--- config.mk ---
export PLATFORM = sky130hd
export DESIGN_NAME = mhd_isqrt
export DESIGN_NICKNAME = d
export VERILOG_FILES = /design/src/hdl/mhd_pkg.sv /design/src/hdl/mhd_isqrt.sv
export SDC_FILE = /design/constraint.sdc
export NUM_CORES = 1
export LEC_CHECK = 0
export BUFFER_PORTS_ARGS = -buffer_cell sky130_fd_sc_hd__buf_2
export CAP_MARGIN = 20
export CORE_ASPECT_RATIO = 0.8
export CORE_MARGIN = 3
export CORE_UTILIZATION = 50
export CTS_BUF_LIST = sky130_fd_sc_hd__clkbuf_8 sky130_fd_sc_hd__clkbuf_16
export CTS_CLUSTER_DIAMETER = 50
export DETAILED_ROUTE_END_ITERATION = 8
export PLACE_DENSITY = 0.75
export SKIP_LAST_GASP = 1
export SLEW_MARGIN = 20
export SYNTH_ARGS = -nofsm -noshare
export SYNTH_HDL_FRONTEND = slang
export SYNTH_SLANG_ARGS = --single-unit
--- constraint.sdc ---
create_clock -name clk_i -period 4.95 [get_ports clk_i]
set_input_delay 0.7425 -clock clk_i [delete_from_list [all_inputs] [get_ports clk_i]]
set_output_delay 0.7425 -clock clk_i [all_outputs]
set_load 0.01 [all_outputs]
--- src/hdl/mhd_pkg.sv ---
// shared types, widths and helpers of the rgb mahalanobis distance block
package mhd_pkg;

  localparam int unsigned CHANNEL_COUNT = 3;
  localparam int unsigned PAIR_COUNT    = CHANNEL_COUNT * (CHANNEL_COUNT + 1) / 2;

  localparam int unsigned CH_W      = 8;
  localparam int unsigned MEAN_W    = 16;
  localparam int unsigned COEF_W    = 32;
  localparam int unsigned CFG_W     = CHANNEL_COUNT * MEAN_W;
  localparam int unsigned CFG_IDX_W = 3;
  localparam int unsigned DIST_W    = 16;
  localparam int unsigned GREY_W    = 8;

  // q8.8 difference, product of two differences, product with q8.24 coefficient
  localparam int unsigned DIFF_W    = MEAN_W + 1;
  localparam int unsigned PROD_W    = 2 * DIFF_W;
  localparam int unsigned TERM_W    = 64;
  localparam int unsigned SUM_W     = TERM_W + 4;
  localparam int unsigned FRAC_BITS = 40;

  // square root operand and result
  localparam int unsigned RAD_W      = SUM_W - FRAC_BITS;
  localparam int unsigned ROOT_W     = RAD_W / 2;
  localparam int unsigned REM_W      = ROOT_W + 3;
  localparam int unsigned SQRT_STEPS = 2;
  localparam int unsigned SQRT_STAGES = ROOT_W / SQRT_STEPS;

  localparam int unsigned QUAD_STAGES = 5;
  localparam int unsigned LATENCY     = QUAD_STAGES + SQRT_STAGES + 1;

  // channel pairs of the quadratic form: rr, gg, bb, rg, rb, gb
  localparam int unsigned PAIR_A [PAIR_COUNT] = '{0, 1, 2, 0, 0, 1};
  localparam int unsigned PAIR_B [PAIR_COUNT] = '{0, 1, 2, 1, 2, 2};

  typedef enum logic [CFG_IDX_W-1:0] {
    REG_MEAN = 3'd0,
    REG_RR   = 3'd1,
    REG_GG   = 3'd2,
    REG_BB   = 3'd3,
    REG_RG   = 3'd4,
    REG_RB   = 3'd5,
    REG_GB   = 3'd6
  } cfg_idx_e;

  typedef struct packed {
    logic [CH_W-1:0] red;
    logic [CH_W-1:0] green;
    logic [CH_W-1:0] blue;
  } pixel_t;

  typedef struct packed {
    logic [DIST_W-1:0] distance;
    logic [GREY_W-1:0] grey_byte;
  } result_t;

  typedef struct packed {
    logic [CHANNEL_COUNT-1:0][MEAN_W-1:0] mean;
    logic [PAIR_COUNT-1:0][COEF_W-1:0]    coef;
  } cfg_t;

  typedef struct packed {
    logic [RAD_W-1:0]  rad;
    logic [REM_W-1:0]  rem;
    logic [ROOT_W-1:0] root;
  } sq_t;

  // one digit of the restoring square root
  function automatic sq_t sqrt_step(sq_t s);
    logic [REM_W-1:0] acc;
    logic [REM_W-1:0] trial;
    sq_t              r;
    acc   = {s.rem[REM_W-4:0], s.rad[RAD_W-1 -: 2]};
    trial = REM_W'({s.root, 2'b01});
    r.rad = {s.rad[RAD_W-3:0], 2'b00};
    if (acc >= trial) begin
      r.rem  = acc - trial;
      r.root = {s.root[ROOT_W-2:0], 1'b1};
    end else begin
      r.rem  = acc;
      r.root = {s.root[ROOT_W-2:0], 1'b0};
    end
    return r;
  endfunction

endpackage

--- src/hdl/mhd_isqrt.sv ---
// pipelined integer square root, two result bits per stage
module mhd_isqrt (
  input  logic                       clk_i,
  input  logic                       rst_ni,
  input  logic                       valid_i,
  input  logic [mhd_pkg::RAD_W-1:0]  rad_i,
  output logic                       valid_o,
  output logic [mhd_pkg::ROOT_W-1:0] root_o
);
  import mhd_pkg::*;

  sq_t  st_q  [SQRT_STAGES];
  logic vld_q [SQRT_STAGES];

  for (genvar s = 0; s < SQRT_STAGES; s++) begin : g_stage
    sq_t  in_w;
    sq_t  nxt_w;
    logic in_vld_w;

    if (s == 0) begin : g_first
      assign in_w.rad  = rad_i;
      assign in_w.rem  = '0;
      assign in_w.root = '0;
      assign in_vld_w  = valid_i;
    end else begin : g_next
      assign in_w     = st_q[s-1];
      assign in_vld_w = vld_q[s-1];
    end

    always_comb begin
      nxt_w = in_w;
      for (int k = 0; k < SQRT_STEPS; k++) begin
        nxt_w = sqrt_step(nxt_w);
      end
    end

    always_ff @(posedge clk_i or negedge rst_ni) begin
      if (!rst_ni) begin
        vld_q[s] <= 1'b0;
      end else begin
        vld_q[s] <= in_vld_w;
      end
    end

    always_ff @(posedge clk_i) begin
      st_q[s] <= nxt_w;
    end
  end

  assign valid_o = vld_q[SQRT_STAGES-1];
  assign root_o  = st_q[SQRT_STAGES-1].root;

endmodule

Word level (Yosys, flattened, before mapping)
Memories as Yosys holds them, arrays and structs flattened.
Cells that the tools add are included.
Storage, ports and cells
  flip-flop bits (word level): 7
  memory bits (writable): 385
  input port bits: 31
  output and inout bits: 15
  logic and storage cells: 50
  memories: 1
Operators by class
  add/sub/neg operators: 14
  magnitude comparators: 14
  muxes and demuxes: 14
Memory list
  st_q: words 7, bits a word 55, read ports 7, clocked after Yosys merged registers in 0, write ports 7, line mhd_isqrt.sv:12  | sq_t st_q [SQRT_STAGES];
Operators with widths (count)
  2-to-1 mux 31 bit: 7
  greater-or-equal comparator 16 bit: 13
  2-to-1 mux 28 bit: 7
  subtractor 16 x 16 -> 17 bit: 7
  subtractor 14 bit: 6
  subtractor 2 x 1 -> 3 bit (second input constant): 1
  greater-or-equal comparator 2 x 1 -> 1 bit (second input constant): 1

Longest topological paths before layout
An unclocked memory read counts as a cell.
  depth in word-level cells: 5
  gate-level depth with buffers: 23
  mapped depth without buffers: 21

Worst setup path after synthesis
OpenSTA, ideal clock, no wires.
  path type: flip-flop to flip-flop
  start: memory st_q[3][3] (netlist name)
  end: memory st_q[4][17] (netlist name)
  data arrival time: 4392 ps
  setup slack: 437 ps
  stages on the path, launching flop included: 23
  buffers on the path: 3
  clock period less this slack: 4513 ps
  cells stage by stage: dfxtp_1 -> inv_1 -> ha_1 -> a211oi_2 -> o21bai_2 -> or3_4 -> o22ai_2 -> nand2_1 -> buf_4 -> nor2_1 -> nor2_1 -> ha_1 -> buf_4 -> a21o_1 -> a21o_1 -> a21o_1 -> a211oi_1 -> nor2_1 -> nor4_4 -> and2_1 -> buf_6 -> inv_6 -> mux2_4
RTL lines (line)
  start: declaration: mhd_isqrt.sv:12

==> impl_metrics.json <==
{
  "syn-cell-area_um2": 11800,
  "irDropWorstVdd_v": 0.000367,
  "final.setup_skew_ns": 0.0140,
  "port_buffers": 45,
  "dieArea_um2": 25600,
  "holdCritPathClass": "input pin to asynchronous set/reset pin",
  "vias": 9537,
  "synthMuxAreaShare_pct": 2.34,
  "post-route-period-util_pct": 93.9,
  "timing.rr.start": "st_q[3][3]",
  "routed-wl-met2_mm": 10.6,
  "die_x_um": 178,
  "rrSetupSlack_ns": 0.30,
  "std_cell_rows": 49,
  "met1Wirelength_mm": 13.8,
  "ctsHoldBuffers": 0,
  "htreeDepth": 1,
  "first_global_vias": 9166,
  "final_common_cell": "dfxtp_1",
  "pwr-share-clk_pct": 23.9,
  "cellLeakagePower_uw": 0.00628,
  "top_layer": "met4",
  "ys_types": 89,
  "finalNonFillerCells": 1696,
  "first_pass_iters": 6,
  "slew_headroom_pct": 55.8,
  "yosysWarnings": 0,
  "wl_per_cell_um": 16.0,
  "holdWs_ns": 0.0356,
  "p_int_uw": 5230,
  "core_um2": 22900,
  "critPathRequiredTime_ns": 5.35,
  "start_kind": "flip-flop",
  "synth-compound-area-share_pct": 19.2,
  "yosys.area_share.adder_pct": 12.1,
  "place_worst_setup_slack_ns": 0.328,
  "cp_max_fo": 8,
  "seq_area_frac_synth_pct": 38.5,
  "syn_avg_cell_area_um2": 9.03,
  "layout.nets": 1519,
  "postLayoutCoreUtil_pct": 58.5,
  "synth-xor-area-share_pct": 7.70,
  "p_comb_share_pct": 47.1,
  "ys.flop_type": "dfxtp_1",
  "areaGrowthSynthToFinish_pct": 13.1,
  "clk_latency_ns": 0.53,
  "cts_tree": "built",
  "maxCapViolations": 0,
  "status": "completed",
  "layout_setup_ws_ns": 0.302,
  "setup_violations": 0,
  "root_buffer": "clkbuf_16",
  "ff2ff_path_depth": 20,
  "period_needed_ns": 4.65,
  "grt_max_degree": 25,
  "antenna_found_initial": 0,
  "switching_share_pct": 38.7,
  "route.detailed.drc": 0,
  "ios": 46,
  "initial_core_util_pct": 51.7,
  "drive_gt1_share_pct": 11.5,
  "max_freq_mhz": 215,
  "worstSetupEndpointType": "flip-flop",
  "wl_met3_mm": 2.09,
  "setup_tns_ns": 0,
  "crit_type": "flip-flop to flip-flop",
  "synth_top_family_by_area": "compound AO/OA/AOI/OAI gates",
  "drv_slew": 0,
  "grt_first_pass_wirelength_mm": 45.5,
  "cp.arrival_ns": 5.05,
  "place_congestion": 0.940,
  "synth_edf_count": 0,
  "post-dp-hpwl_mm": 20.8,
  "syn_inst": 1310,
  "finalHoldViolations": 0,
  "viasPerCell": 5.62,
  "antenna_left": 0,
  "timing.rr.end": "st_q[4][17]",
  "clock-sinks": 226,
  "placed_cells": 1652,
  "mappedNetlistNets": 1455,
  "power.density_nw_per_um2": 637,
  "grt_overflow": 0,
  "synth-simple-area-share_pct": 15.9,
  "async_flop_share_pct": 3.10,
  "fp.dieH_um": 144,
  "drt_iter0_drc": 722,
  "switchingPower_uw": 3290,
  "postRouteWirelength_mm": 27.1,
  "grt_setup_unrepaired": "true",
  "path_clk_slew_ns": 0.06,
  "seqPwrFrac_pct": 29.0,
  "worst_pin_slew_ns": 0.657,
  "ys_seq_elements": 226,
  "grtUsageTotal_pct": 21.4,
  "antennaDiodeCount": 0,
  "cts_buffers": 26,
  "final_cell_mix": "dfxtp_1 (219), nor2_1 (124), ha_1 (114)",
  "clockBufferDepth": 3
}
what timing repair did:
item	in CTS	in global routing
gates resized for setup	0	4
buffers inserted	0	0
endpoints found under the setup margin	0	27
synthesized netlist by cell type, types with 10 or more instances:
library cell / number / area (µm²)
o21ai_0: 57 / 285
nor4_1: 11 / 68.8
a21o_1: 31 / 233
mux2_2: 13 / 146
nand2_1: 77 / 289
dfxtp_1: 219 / 4380
a211oi_1: 11 / 82.6
xnor2_1: 69 / 604
ha_1: 114 / 1430
o31ai_1: 13 / 97.6
nand3_1: 28 / 140
o21a_1: 23 / 173
and4_1: 10 / 87.6
a31oi_1: 13 / 81.3
nor2_1: 124 / 465
inv_1: 98 / 368
nand4_1: 16 / 100
nor3_1: 31 / 155
a21oi_1: 100 / 500
or2_2: 12 / 75.1
xor2_1: 35 / 307
and2_1: 15 / 93.8
o21bai_1: 11 / 82.6
layer usage:
| metal | up-vias | global-route usage (%) |
|---|---|---|
| li1 | 4786 | - |
| met5 | - | 0 |
| met2 | 334 | 30.0 |
| met3 | 49 | 4.36 |
| met4 | 0 | 6.15 |
| met1 | 4368 | 33.0 |
power by group through the flow:
stage | clock [µW] | combinational, µW | sequential [µW]
after global placement | 0 | 3820 | 2500
after floorplan | 0 | 3070 | 2420
final | 2040 | 4010 | 2470
after global routing | 2170 | 4460 | 2510
after CTS | 2080 | 3930 | 2470
after detailed placement | 0 | 3890 | 2500
sequential cells by signal (all words and copies together), names as in the netlist:
name and cells:
g_stage.in_vld_w 6, st_q 219, valid_o 1
metrics by stage:
| stage | area [µm²] | power, µW |
|---|---|---|
| after floorplan | 11800 | 5490 |
| after global routing | 13400 | 9140 |
| after CTS | 13400 | 8480 |
| final | 13400 | 8520 |
| after detailed placement | 12400 | 6390 |
| after global placement | 12400 | 6320 |
worst max path at each step:
stage	from	slack (ns)	to
after floorplan	st_q[3][3]	0.44	st_q[4][17]
after global placement	st_q[3][2]	0.42	st_q[4][24]
after detailed placement	st_q[3][2]	0.33	st_q[4][17]
after CTS	st_q[3][2]	0.30	st_q[4][19]
after global routing	st_q[3][2]	-0.03	st_q[4][23]
final	st_q[3][3]	0.30	st_q[4][17]
final cells by class:
cell class / count / area [µm²]
Clock buffer: 29 / 703
Clock inverter: 15 / 219
Fill cell: 1994 / 9490
Inverter: 101 / 388
Multi-Input combinational cell: 960 / 6790
Sequential cell: 226 / 4560
Tap cell: 306 / 383
Timing Repair Buffer: 59 / 343
worst max-delay path, stage by stage, from the launching register on:
cell        delay, ns
dfxtp_1          0.38
inv_1            0.08
ha_1             0.40
a211oi_2         0.26
o21bai_2         0.16
or3_4            0.36
o22ai_2          0.19
nand2_2          0.16
clkinvlp_4       0.18
nor2_1           0.07
nor2_1           0.19
ha_1             0.36
a21o_1           0.23
a21o_1           0.18
a21o_1           0.21
a211oi_1         0.23
nor2_1           0.12
nor4_4           0.15
and2_1           0.25
inv_6            0.07
mux2_4           0.30
logic make-up after synthesis:
kind of cell / count (synthesis)
other: 1
adder cells (fa/ha/maj): 114
flip-flops: 226
multiplexers: 24
XOR/XNOR: 104
buffers and inverters: 124
AND/OR/NAND/NOR: 378
AO/OA/AOI/OAI: 339
(Power assumes the default switching activity.)
