### src/hdl/mhd_pkg.sv
// shared types, widths and helpers of the rgb mahalanobis distance block
package mhd_pkg;

  localparam int unsigned CHANNEL_COUNT = 3;
  localparam int unsigned PAIR_COUNT    = CHANNEL_COUNT * (CHANNEL_COUNT + 1) / 2;

  localparam int unsigned CH_W      = 8;
  localparam int unsigned MEAN_W    = 16;
  localparam int unsigned COEF_W    = 32;
  localparam int unsigned CFG_W     = CHANNEL_COUNT * MEAN_W;
  localparam int unsigned CFG_IDX_W = 3;
  localparam int unsigned DIST_W    = 16;
  localparam int unsigned GREY_W    = 8;

  // q8.8 difference, product of two differences, product with q8.24 coefficient
  localparam int unsigned DIFF_W    = MEAN_W + 1;
  localparam int unsigned PROD_W    = 2 * DIFF_W;
  localparam int unsigned TERM_W    = 64;
  localparam int unsigned SUM_W     = TERM_W + 4;
  localparam int unsigned FRAC_BITS = 40;

  // square root operand and result
  localparam int unsigned RAD_W      = SUM_W - FRAC_BITS;
  localparam int unsigned ROOT_W     = RAD_W / 2;
  localparam int unsigned REM_W      = ROOT_W + 3;
  localparam int unsigned SQRT_STEPS = 2;
  localparam int unsigned SQRT_STAGES = ROOT_W / SQRT_STEPS;

  localparam int unsigned QUAD_STAGES = 5;
  localparam int unsigned LATENCY     = QUAD_STAGES + SQRT_STAGES + 1;

  // channel pairs of the quadratic form: rr, gg, bb, rg, rb, gb
  localparam int unsigned PAIR_A [PAIR_COUNT] = '{0, 1, 2, 0, 0, 1};
  localparam int unsigned PAIR_B [PAIR_COUNT] = '{0, 1, 2, 1, 2, 2};

  typedef enum logic [CFG_IDX_W-1:0] {
    REG_MEAN = 3'd0,
    REG_RR   = 3'd1,
    REG_GG   = 3'd2,
    REG_BB   = 3'd3,
    REG_RG   = 3'd4,
    REG_RB   = 3'd5,
    REG_GB   = 3'd6
  } cfg_idx_e;

  typedef struct packed {
    logic [CH_W-1:0] red;
    logic [CH_W-1:0] green;
    logic [CH_W-1:0] blue;
  } pixel_t;

  typedef struct packed {
    logic [DIST_W-1:0] distance;
    logic [GREY_W-1:0] grey_byte;
  } result_t;

  typedef struct packed {
    logic [CHANNEL_COUNT-1:0][MEAN_W-1:0] mean;
    logic [PAIR_COUNT-1:0][COEF_W-1:0]    coef;
  } cfg_t;

  typedef struct packed {
    logic [RAD_W-1:0]  rad;
    logic [REM_W-1:0]  rem;
    logic [ROOT_W-1:0] root;
  } sq_t;

  // one digit of the restoring square root
  function automatic sq_t sqrt_step(sq_t s);
    logic [REM_W-1:0] acc;
    logic [REM_W-1:0] trial;
    sq_t              r;
    acc   = {s.rem[REM_W-4:0], s.rad[RAD_W-1 -: 2]};
    trial = REM_W'({s.root, 2'b01});
    r.rad = {s.rad[RAD_W-3:0], 2'b00};
    if (acc >= trial) begin
      r.rem  = acc - trial;
      r.root = {s.root[ROOT_W-2:0], 1'b1};
    end else begin
      r.rem  = acc;
      r.root = {s.root[ROOT_W-2:0], 1'b0};
    end
    return r;
  endfunction

endpackage

### src/hdl/mhd_cfg_regs.sv
// configuration registers: mean vector and inverse covariance coefficients
module mhd_cfg_regs (
  input  logic                           clk_i,
  input  logic                           rst_ni,
  input  logic                           cfg_we_i,
  input  logic [mhd_pkg::CFG_IDX_W-1:0]  cfg_idx_i,
  input  logic [mhd_pkg::CFG_W-1:0]      cfg_wdata_i,
  output mhd_pkg::cfg_t                  cfg_o
);
  import mhd_pkg::*;

  logic [CFG_W-1:0]                  mean_q;
  logic [PAIR_COUNT-1:0][COEF_W-1:0] coef_q;

  always_ff @(posedge clk_i or negedge rst_ni) begin
    if (!rst_ni) begin
      mean_q <= '0;
      coef_q <= '0;
    end else if (cfg_we_i) begin
      case (cfg_idx_e'(cfg_idx_i))
        REG_MEAN: mean_q    <= cfg_wdata_i;
        REG_RR:   coef_q[0] <= cfg_wdata_i[COEF_W-1:0];
        REG_GG:   coef_q[1] <= cfg_wdata_i[COEF_W-1:0];
        REG_BB:   coef_q[2] <= cfg_wdata_i[COEF_W-1:0];
        REG_RG:   coef_q[3] <= cfg_wdata_i[COEF_W-1:0];
        REG_RB:   coef_q[4] <= cfg_wdata_i[COEF_W-1:0];
        REG_GB:   coef_q[5] <= cfg_wdata_i[COEF_W-1:0];
        default: ;
      endcase
    end
  end

  assign cfg_o.mean = mean_q;
  assign cfg_o.coef = coef_q;

endmodule

### config.mk
export PLATFORM = sky130hd
export DESIGN_NAME = mhd_cfg_regs
export DESIGN_NICKNAME = d
export VERILOG_FILES = /design/src/hdl/mhd_pkg.sv /design/src/hdl/mhd_cfg_regs.sv
export SDC_FILE = /design/constraint.sdc
export NUM_CORES = 1
export LEC_CHECK = 0
export ABC_AREA = 1
export BUFFER_PORTS_ARGS = -buffer_cell sky130_fd_sc_hd__buf_2
export CORE_ASPECT_RATIO = 0.75
export CORE_MARGIN = 1.5
export CORE_UTILIZATION = 46
export DETAILED_ROUTE_END_ITERATION = 8
export PLACE_DENSITY_LB_ADDON = 0.1
export SYNTH_ARGS = -nofsm -noshare
export SYNTH_HDL_FRONTEND = slang
export SYNTH_SLANG_ARGS = --single-unit
export TNS_END_PERCENT = 100
### constraint.sdc
create_clock -name clk_i -period 0.8 [get_ports clk_i]
set_input_delay 0.12 -clock clk_i [delete_from_list [all_inputs] [get_ports clk_i]]
set_output_delay 0.12 -clock clk_i [all_outputs]
set_load 0.005 [all_outputs]
== Word level (Yosys, flattened, before mapping) ==
Index checks and enable logic that the tools add are counted.
Storage, ports and cells
  register bits: 240
  bits of input ports: 54
  output and inout port bits: 240
  logic and storage cells: 21
Operators by class
  eq/ne operators: 6
  reduce and logical (&&, ||, !) cells: 8
Operators by type and width (number)
  AND reduction 2 bit: 7
  equality test 3 bit, second input constant: 3
  equality test 3 x 2 -> 1 bit, second input constant: 2
  equality test 3 x 1 -> 1 bit, second input constant: 1
  logical NOT 3 bit: 1

== Depth between registers and ports, before layout ==
Gate-level depths: netlist of run 1.
  depth after elaboration: 2
  depth in mapped cells: 7
  mapped depth without buffers: 5

== Least setup slack after synthesis of run 1 ==
No wires, ideal clock.
  path type: input to register
  start: input cfg_idx_i[0] (netlist name)
  end: register mean_q[25]
  arrival time: 0.888 ns
  data required time: 0.683 ns
  path slack: -0.205 ns
  cell stages on the path: 6
  buffers on the path: 2
  path through: nor2_2 > nand2_1 > buf_2 > buf_2 > nand2_1 > nand2_1
Between the ends
  cells in the longest elaborated chain, start to end: 2
Ends and longest elaborated chain
  start, declared: RTL line mhd_cfg_regs.sv:6  | input logic [mhd_pkg::CFG_IDX_W-1:0] cfg_idx_i,
  logical NOT 3 bit: RTL line mhd_cfg_regs.sv:20  | case (cfg_idx_e'(cfg_idx_i))
  AND reduction 2 bit (no source line)
  end signal, assigned: RTL line mhd_cfg_regs.sv:21  | REG_MEAN: mean_q <= cfg_wdata_i;
  end, declared: RTL line mhd_cfg_regs.sv:12  | logic [CFG_W-1:0] mean_q;
No other way between the ends.
A chain may end at the register's enable or synchronous reset.

== Final worst setup path of run 1 ==
  start: register coef_q, in the netlist cfg_o[191]
  end: output cfg_o[191] (netlist name)
RTL lines
  start, declared: RTL line mhd_cfg_regs.sv:13  | logic [PAIR_COUNT-1:0][COEF_W-1:0] coef_q;
  end, declared: RTL line mhd_cfg_regs.sv:8  | output mhd_pkg::cfg_t cfg_o
No word-level cell between the ends.

==> results of run 1 <==
[logic make-up (layout without fill, tap and decap cells)]
logic type / Yosys count / count (layout) / synth area share, %
DFF: 240 / 240 / 65.00
and+or+nand+nor: 739 / 739 / 32.08
buffers and inverters: 67 / 579 / 2.925
other: 0 / 1 / 0
[sequential cells by signal (all words and copies together) (netlist names)]
register / count
cfg_o: 192
mean_q: 48
[timing repair]
item | in CTS | in global routing
cloned | 0 | 0
hold buffers | 49 | 0
gates resized for setup | 2 | 25
pin swaps | 0 | 9
hold endpoints to repair | 480 | 0
setup buffers | 63 | 67
setup endpoints to repair | 240 | 240
[synth_stat cells (all sizes together)]
master,count
inv,6
nand3,144
dfrtp,240
buf,15
nand2,588
clkbuf,46
nor2,7
[power by group]
| part | switching, µW | internal [µW] | leakage, µW |
|---|---|---|---|
| clock network | 4640 | 7240 | 0.000419 |
| registers | 1300 | 14400 | 0.00302 |
| logic | 3970 | 4520 | 0.00462 |
| total | 9910 | 26200 | 0.00805 |
[worst paths after layout]
path                                   start          to  slack (ns)  depth (start not counted)
worst max-delay path              cfg_o[191]  cfg_o[191]       -0.38                          1
worst min-delay path                  rst_ni  cfg_o[155]        0.08                          2
worst max register to register     cfg_o[17]   cfg_o[17]       -0.06                          4
worst min register to register     cfg_o[60]   cfg_o[60]        0.47                          2
max in group asynchronous             rst_ni   cfg_o[83]        0.20                          3
min in group clk_i              cfg_idx_i[2]    cfg_o[2]        0.12                          5
[layer usage]
layer / wire (µm) / global-route usage, % / vias to the layer above
met2: 14120 / 44.71 / 421
met5: 0 / 0 / -
met3: 2651 / 5.940 / 53
li1: - / - / 4263
met4: 725 / 7.968 / 0
met1: 13610 / 42.47 / 4318
[metrics by stage]
stage / power (µW) / area [µm²] / setup WS (ns) / instances
6_report: 36080 / 13920 / -0.3815 / 1812
5_1_grt: 37860 / 13920 / -0.4076 / 1812
4_1_cts: 35110 / 13320 / -0.3890 / 1744
3_5_place_dp: 22150 / 11510 / -0.3455 / 1588
3_3_place_gp: 21990 / 11510 / -0.3350 / 1588
2_1_floorplan: 18110 / 9366 / -0.03732 / 1046
[layout make-up]
type / count / area [µm²] / share of cell area, %
Sequential cell: 240 / 6006 / 43.13
Inverter: 6 / 30.03 / 0.2157
Multi-Input combinational cell: 739 / 3027 / 21.74
Clock buffer: 36 / 726.9 / 5.221
Clock inverter: 8 / 115.1 / 0.8267
Timing Repair Buffer: 529 / 3701 / 26.58
Tap cell: 253 / 316.6 / 2.273
Antenna cell: 1 / 2.502 / 0.01797
==> metrics.csv, run 1 <==
stage;metric;value;unit
outcome;status;complete, but fails checks;
outcome;violations;design-rule violations, negative setup slack;
cts;clock_path_buffers;3;
floorplanning;initial_core_util;47.28;%
routing;drc;20;
pwr;power_density;2591;nW/µm²
timing;tightest_slew;0.3357;ns
setup_path;path_buf_inv;1;
grt;grt_pass1_vias;8463;
synthesis;ys_ff_latch;240;
synthesis;syn_inst;1046;
cts;insertion_delay;0.50;ns
routing;num_vias;9055;
grt;overflow;0;
timing;relSlewSlack;77.62;%
timing;finalSetupViolCount;262;
setup_path;worstPathArrival;1.06;ns
floorplanning;num_rows;44;
timing;whs;0.08330;ns
cts;cts.sinks;240;
setup_path;crit_family;flip-flops;
synthesis;synth_top_cell_by_area;dfrtp_1;
synthesis;synth_top_area_share;65.00;%
timing;drv_slew;0;
floorplanning;die_x;166.7;µm
routing;wire_per_inst;17.16;µm
cts;cts_buffers;24;
timing;tns;-81.42;ns
timing;finalCritPeriodShare;147.7;%
placed_design;numPortBuffers;293;
setup_path;worst_setup_path_start_kind;flop;
final_layout;layout_common_cells;576 x nand2_1, 284 x buf_2, 240 x dfrtp_1, 159 x buf_4, 144 x nand3_1;
routing;routed_wl;31100;µm
final_layout;layout_commonest_cell;nand2_1;
synthesis;synth_warnings;0;
cts;cts-root-buf;clkbuf_16;
timing;fmax;846.4;MHz
setup_path;worstPathCellList;buf_2;
routing;post_drt_via_cell_ratio;4.997;
timing;rsz0062_at_grt;yes;
final_layout;final_nets;1594;
synthesis;yosys.cell_types.count;9;
timing;hold_violations;0;
setup_path;worst-setup-path-type;reg -> out;
synthesis;syn-num-nets;1100;
floorplanning;pin_count;294;
final_layout;nFillCells;1534;
routing;ant_nets;0;
synthesis;synth-seq-area-share;65.00;%
final_layout;utilization;71.25;%
setup_path;cp-end-kind;output pin;
placed_design;hpwl;20050;µm
cts;cts_tree;done;
worst_hold_path;hold_class;in -> async;
routing;drtIter0Drc;1068;
final_layout;drive_gt1_share;34.79;%
placed_design;gp_congestion;0.8688;
grt;antenna_found_initial;1;
timing;fin_worst_skew;0;ns
flow_run;drv_cap;0;
setup_path;slowest_delay;0.40;ns
floorplanning;die_h;125.7;µm
setup_path;required;0.68;ns
pwr;ir_worst_vdd;0.001492;V
timing;min_period;1.182;ns
floorplanning;core-area;19540;µm²
grt;grt_max_degree;49;
grt;grt_usage;29.15;%
setup_path;cpMaxStageDelayCell;dfrtp_1;
setup_path;crit_fanout;2;
timing;layout_setup_ws;-0.3815;ns
synthesis;synth_area_per_cell;8.834;µm²
final_layout;area_growth;50.70;%
synthesis;synthesis.area;9240;µm²
cts;clk_pin_slew;0.07;ns
pwr;p_leak;0.008054;µW
grt;grt_pass1_wl;47630;µm
routing;drtPass1Iterations;9;
floorplanning;dieArea;20960;µm²
cts;htree_levels;1;
synthesis;synthTopCellsByArea;dfrtp_1 65%, nand2_1 24%, nand3_1 7.8%;
Note: power is estimated with default switching activity, not from simulation.
==> run 2: changes to the inputs <==
==> constraint.sdc (replaced) <==
create_clock -name clk_i -period 0.8 [get_ports clk_i]
set_input_delay 0.12 -clock clk_i [delete_from_list [all_inputs] [get_ports clk_i]]
set_output_delay 0.12 -clock clk_i [all_outputs]
set_load 0.1 [all_outputs]
==> run 2 against run 1 <==
  * Flip-flop and latch count did not move
  * Cell count fell by 5.1%
  * Non-clock buffer count fell by 91
  * Count of clock-buffer cells in the layout fell by 3
  * Clock power rose by 3%
  * Total power rose by 78%
  * Design area rose by 30%
  * Clock skew did not move
  * Largest cell class unchanged
  * Highest routed layer unchanged
  * Maximum frequency fell by 12%
  * Sequential power rose by 21%
  * Setup slack got worse by 0.15 ns
  * The flow still finishes with violations (design-rule violations, negative setup slack)
==> metrics.csv, run 2 (synthesized netlist as in run 1, its figures left out) <==
stage;metric;value;unit;change
outcome;status;complete, but fails checks;;unchanged
outcome;violations;design-rule violations, negative setup slack;;unchanged
floorplanning;pin_count;294;;unchanged
final_layout;layout_commonest_cell;nand2_1;;unchanged
pwr;internal-power;34090;µW;was 26170 µW
cts;insertion_delay;0.51;ns;was 0.50 ns
setup_path;reg2reg_from;cfg_o[140];;was cfg_o[17]
cts;cts_tree;done;;unchanged
setup_path;path_buf_inv;1;;unchanged
grt;grt_pass1_vias;10530;;was 8463
pwr;power_density;3557;nW/µm²;was 2591 nW/µm²
grt;antenna_found_initial;2;;was 1
pwr;power;64220;µW;was 36080 µW
timing;hold_violations;0;;unchanged
setup_path;r2r_cells;4;;unchanged
routing;wire_per_inst;26.89;µm;was 17.16 µm
routing;drtIter0Drc;1303;;was 1068
routing;post_drt_via_cell_ratio;5.995;;was 4.997
cts;clk_pin_slew;0.07;ns;about the same
grt;grt_pass1_wl;62500;µm;was 47630 µm
final_layout;nFillCells;595;;was 1534
setup_path;cp-end-kind;output pin;;unchanged
floorplanning;num_rows;44;;unchanged
final_layout;final_nets;1502;;was 1594
setup_path;setup.worst_path.end;cfg_o[135];;was cfg_o[191]
cts;htree_levels;1;;unchanged
floorplanning;dieArea;20960;µm²;unchanged
timing;min_period;1.336;ns;was 1.182 ns
floorplanning;die_h;125.7;µm;unchanged
routing;ant_nets;0;;unchanged
timing;drv_slew;0;;unchanged
routing;drtPass1Iterations;9;;unchanged
cts;cts_buffers;23;;was 24
setup_path;r2r_end;cfg_o[140];;was cfg_o[17]
setup_path;required;0.68;ns;about the same
cts;cts-root-buf;clkbuf_16;;unchanged
pwr;p_sw_share;46.92;%;was 27.47%
setup_path;worstPathCellList;buf_12;;was buf_2
cts;clock_path_buffers;3;;unchanged
pwr;power_frac_comb;51.2;%;was 23.5%
setup_path;worst-setup-path-type;reg -> out;;unchanged
grt;grt_usage;39.61;%;was 29.15%
timing;layout_setup_ws;-0.5363;ns;was -0.3815 ns
floorplanning;initial_core_util;47.28;%;unchanged
timing;fmax;748.3;MHz;was 846.4 MHz
pwr;ir_worst_vdd;0.002674;V;was 0.001492 V
setup_path;cp-startpoint;cfg_o[135];;was cfg_o[191]
routing;num_vias;10310;;was 9055
setup_path;crit_fanout;2;;unchanged
final_layout;utilization;92.38;%;was 71.25%
final_layout;drive_gt1_share;51.16;%;was 34.79%
final_layout;largest_reg_flops;192;;unchanged
setup_path;worst_setup_path_start_kind;flop;;unchanged
final_layout;area_growth;95.38;%;was 50.70%
routing;drc;18;;was 20
setup_path;slowest_delay;0.51;ns;was 0.40 ns
pwr;pwr-share-clk;19.2;%;was 32.9%
cts;cts.sinks;240;;unchanged
setup_path;r2r_slack;-0.14;ns;was -0.06 ns
placed_design;gp_congestion;0.8260;;was 0.8688
grt;grt_max_degree;46;;was 49
timing;finalSetupViolCount;291;;was 262
pwr;p_leak;0.008382;µW;was 0.008054 µW
timing;tns;-123.89;ns;was -81.42 ns
timing;tightest_slew;0.2952;ns;was 0.3357 ns
timing;relSlewSlack;80.32;%;was 77.62%
grt;overflow;0;;unchanged
floorplanning;core-area;19540;µm²;unchanged
timing;rsz0062_at_grt;yes;;unchanged
routing;routed_wl;46230;µm;was 31100 µm
placed_design;numPortBuffers;293;;unchanged
floorplanning;die_x;166.7;µm;unchanged
pwr;pwr-share-seq;29.6;%;was 43.6%
final_layout;layout_common_cells;517 x nand2_1, 261 x buf_12, 239 x dfrtp_4, 144 x nand3_1, 55 x nand2_2;;was 576 x nand2_1, 284 x buf_2, 240 x dfrtp_1, 159 x buf_4, 144 x nand3_1
setup_path;crit_family;flip-flops;;unchanged
flow_run;drv_cap;0;;unchanged
timing;fin_worst_skew;0;ns;unchanged
worst_hold_path;hold_class;in -> async;;unchanged
pwr;power_switching;30130;µW;was 9911 µW
timing;finalCritPeriodShare;167.0;%;was 147.7%
placed_design;hpwl;23880;µm;was 20050 µm
setup_path;cp.depth;1;;unchanged
setup_path;cpMaxStageDelayCell;dfrtp_4;;was dfrtp_1
setup_path;worstPathArrival;1.22;ns;was 1.06 ns
run 2: repair_timing:
action / 4_1_cts / 5_1_grt
gates resized for setup: 40 / 102
buffers inserted: 26 / 32
endpoints found under the setup margin: 241 / 282
pin swaps: 0 / 13
cloned: 0 / 0
hold buffers: 49 / 0
hold endpoints to repair: 459 / 0
run 2: how the worst min path moves through the flow:
stage                     startpoint  cells after the start         end  slack (ns)
after floorplan               rst_ni                      0  cfg_o[128]       -0.18
after global placement        rst_ni                      1  mean_q[33]      -0.008
after detailed placement      rst_ni                      1  mean_q[33]       -0.01
after CTS                     rst_ni                      2  mean_q[33]        0.05
after global routing          rst_ni                      2  mean_q[34]        0.09
final                         rst_ni                      2  mean_q[33]        0.07
run 2: area by class of cell:
class | instances | area, µm² | share of cell area, %
clock buffer | 33 | 683.2 | 3.784
inverter | 6 | 25.02 | 0.1386
multi-input combinational | 739 | 3254 | 18.03
timing repair buffer | 438 | 6719 | 37.22
sequential | 240 | 6904 | 38.24
tap | 253 | 316.6 | 1.753
clock inverter | 8 | 146.4 | 0.8109
antenna | 2 | 5.005 | 0.02772
run 2: layer usage:
| metal | vias up | track usage (%) | wire, µm |
|---|---|---|---|
| li1 | 4060 | - | - |
| met1 | 5061 | 46.59 | 15670 |
| met2 | 926 | 68.78 | 22450 |
| met3 | 258 | 9.837 | 5064 |
| met4 | 0 | 18.88 | 3043 |
| met5 | - | 0 | 0 |
run 2: per-stage QoR:
stage / instances / cell area (µm²) / setup WS (ns) / hold slack (ns)
final: 1719 / 18050 / -0.5363 / 0.06807
after global routing: 1719 / 18050 / -0.5403 / 0.08558
after CTS: 1697 / 17610 / -0.5233 / 0.05434
after detailed placement: 1581 / 15960 / -0.4114 / -0.01158
after global placement: 1581 / 15960 / -0.3004 / -0.008303
after floorplan: 1046 / 10220 / -0.08874 / -0.1756
run 2: power by group through the flow:
stage,Combinational (µW),Sequential [µW],Clock [µW]
finish,32900,19000,12300
CTS,31500,18600,12000
global route,33500,19100,12700
floorplan,1910,34400,0
detailed placement,30700,18800,0
global placement,30300,18700,0
==> run 3: changes to the inputs <==
--- a/config.mk
+++ b/config.mk
@@ -9,7 +9,7 @@
 export BUFFER_PORTS_ARGS = -buffer_cell sky130_fd_sc_hd__buf_2
 export CORE_ASPECT_RATIO = 0.75
 export CORE_MARGIN = 1.5
-export CORE_UTILIZATION = 46
+export CORE_UTILIZATION = 51
 export DETAILED_ROUTE_END_ITERATION = 8
 export PLACE_DENSITY_LB_ADDON = 0.1
 export SYNTH_ARGS = -nofsm -noshare
==> constraint.sdc (replaced) <==
create_clock -name clk_i -period 1.4 [get_ports clk_i]
set_input_delay 0.21 -clock clk_i [delete_from_list [all_inputs] [get_ports clk_i]]
set_output_delay 0.21 -clock clk_i [all_outputs]
set_load 0.1 [all_outputs]
==> run 3 against run 2 <==
  * The flow now finishes without violations
  * Highest routed layer unchanged
  * First-iteration DRC count shrank 49%
  * Design area decreased by 26%
  * Register-to-register slack gained 0.86 ns
  * Clock skew stayed put
  * Setup slack improved by 0.56 ns
  * Critical path depth unchanged
  * Count of clock-buffer cells in the layout decreased by 4
  * Critical path type unchanged
  * Flip-flop and latch count did not move
  * Critical endpoint is now cfg_o[124]
  * Routed wire length down 36%
==> metrics.csv, run 3 (synthesized netlist as in run 1, its figures left out) <==
stage;metric;value;unit;change
outcome;status;complete, no violations;;was complete, but fails checks
grt;grt_usage;31.47;%;was 39.61%
placed_design;post_dp_cell_area;11260;µm²;was 15960 µm²
cts;cts_tree;done;;unchanged
pwr;power_density;2273;nW/µm²;was 3557 nW/µm²
final_layout;nFillCells;1269;;was 595
timing;fmax;724.4;MHz;
worst_hold_path;hold_class;in -> reg;;was in -> async
cts;cts.sinks;240;;unchanged
routing;drtPass1Iterations;5;;was 9
setup_path;r2r_slack;0.72;ns;was -0.14 ns
routing;wire_per_inst;18.30;µm;was 26.89 µm
timing;tns;0;ns;was -123.89 ns
floorplanning;pin_count;294;;unchanged
setup_path;worstPathArrival;1.17;ns;was 1.22 ns
setup_path;slowest_delay;0.43;ns;was 0.51 ns
setup_path;worst_setup_path_start_kind;flop;;unchanged
routing;ant_nets;0;;unchanged
cts;clk_pin_slew;0.06;ns;was 0.07 ns
timing;hold_violations;0;;unchanged
routing;drc;0;;was 18
final_layout;seq_area;6006;µm²;was 6904 µm²
floorplanning;core-area;17710;µm²;was 19540 µm²
grt;grtUsageMet1;45.36;%;was 46.59%
grt;met2_usage;48.25;%;was 68.78%
final_layout;utilization;75.65;%;was 92.38%
cts;post_cts_buffers;0;;was 26
placed_design;gp_congestion;0.8141;;was 0.8260
setup_path;required;1.19;ns;was 0.68 ns
timing;whs;0.01456;ns;was 0.06807 ns
routing;drtIter0Drc;669;;was 1303
final_layout;multi_input_area;3004;µm²;was 3254 µm²
timing;drv_slew;0;;unchanged
final_layout;layout_common_cells;587 x nand2_1, 240 x dfrtp_1, 144 x nand3_1, 140 x buf_6, 125 x buf_4;;was 517 x nand2_1, 261 x buf_12, 239 x dfrtp_4, 144 x nand3_1, 55 x nand2_2
placed_design;numPortBuffers;293;;unchanged
placed_design;hpwl;19030;µm;was 23880 µm
setup_path;crit_fanout;2;;unchanged
final_layout;layout_commonest_cell;nand2_1;;unchanged
floorplanning;die_x;158.4;µm;was 166.7 µm
grt;grt_util_met3;7.837;%;was 9.837%
final_layout;n_antenna_cell;0;;was 2
grt;overflow;0;;unchanged
cts;cts_buffers;24;;was 23
timing;finalSetupViolCount;0;;was 291
setup_path;cp-end-kind;output pin;;unchanged
timing;fin_worst_skew;0;ns;unchanged
cts;clock_path_buffers;3;;unchanged
cts;cts-root-buf;clkbuf_16;;unchanged
grt;antenna_found_initial;0;;was 2
floorplanning;num_rows;42;;was 44
final_layout;drive_gt1_share;27.78;%;was 51.16%
timing;min_period;1.380;ns;
setup_path;crit_family;flip-flops;;unchanged
timing;finalCritPeriodShare;98.60;%;
setup_path;cpMaxStageDelayCell;dfrtp_1;;was dfrtp_4
routing;num_vias;8399;;was 10310
routing;post_drt_via_cell_ratio;5.194;;was 5.995
grt;grt_max_degree;64;;was 46
routing;routed_wl;29590;µm;was 46230 µm
flow_run;drv_cap;0;;unchanged
pwr;ir_worst_vdd;0.001280;V;was 0.002674 V
floorplanning;dieArea;18940;µm²;was 20960 µm²
final_layout;largest_reg_flops;192;;unchanged
final_layout;area_growth;44.98;%;was 95.38%
cts;htree_levels;1;;unchanged
final_layout;final_nets;1415;;was 1502
floorplanning;die_h;119.6;µm;was 125.7 µm
pwr;p_leak;0.007389;µW;was 0.008382 µW
grt;grt_pass1_vias;8057;;was 10530
timing;relSlewSlack;73.04;%;was 80.32%
setup_path;worstPathCellList;buf_8;;was buf_12
grt;grt_pass1_wl;45600;µm;was 62500 µm
grt;grt-busiest-layer;met2;;unchanged
cts;insertion_delay;0.50;ns;was 0.51 ns
floorplanning;initial_core_util;52.18;%;was 47.28%
timing;tightest_slew;0.4043;ns;was 0.2952 ns
setup_path;path_buf_inv;1;;unchanged
setup_path;worst-setup-path-type;reg -> out;;unchanged
final_layout;design_area;13400;µm²;was 18050 µm²
==> run 3: stage by stage <==
step / total power [µW] / worst slack [ns] / cells
3_3_place_gp: 22160 / 0.1383 / 1560
2_1_floorplan: 19790 / 0.2442 / 1046
3_5_place_dp: 22260 / 0.09270 / 1560
5_1_grt: 31430 / -0.02668 / 1617
6_report: 30440 / 0.01956 / 1617
4_1_cts: 29900 / 0.0004583 / 1617
==> run 3: layer usage <==
| layer | vias up | wire length (µm) |
|---|---|---|
| li1 | 3896 | - |
| met1 | 4098 | 12440 |
| met2 | 351 | 13720 |
| met3 | 54 | 2679 |
| met4 | 0 | 742 |
| met5 | - | 0 |
==> run 3: repair_timing <==
item                                    CTS  global route
endpoints found under the setup margin  240           128
hold buffers                             17             0
endpoints found under the hold margin   241             0
gates resized for setup                 258           128
==> run 3: cell type report <==
type / count / share of cell area [%]
Clock inverter: 11 / 1.158
Multi-Input combinational cell: 739 / 22.42
Inverter: 6 / 0.1681
Timing Repair Buffer: 350 / 24.23
Tap cell: 242 / 2.260
Clock buffer: 29 / 4.931
Sequential cell: 240 / 44.83
==> run 3: worst paths after layout <==
check,cells after the start,endpoint,from
min reg2reg,2,mean_q[9],mean_q[9]
max reg2reg,2,cfg_o[118],cfg_o[118]
min,3,cfg_o[177],cfg_wdata_i[17]
max in group asynchronous,3,mean_q[39],rst_ni
min in group asynchronous,2,cfg_o[182],rst_ni
max,1,cfg_o[124],cfg_o[124]
==> run 3: power by group <==
| group | internal, µW | switching (µW) |
|---|---|---|
| logic | 2890 | 11700 |
| registers | 8240 | 961 |
| clock network | 4070 | 2610 |
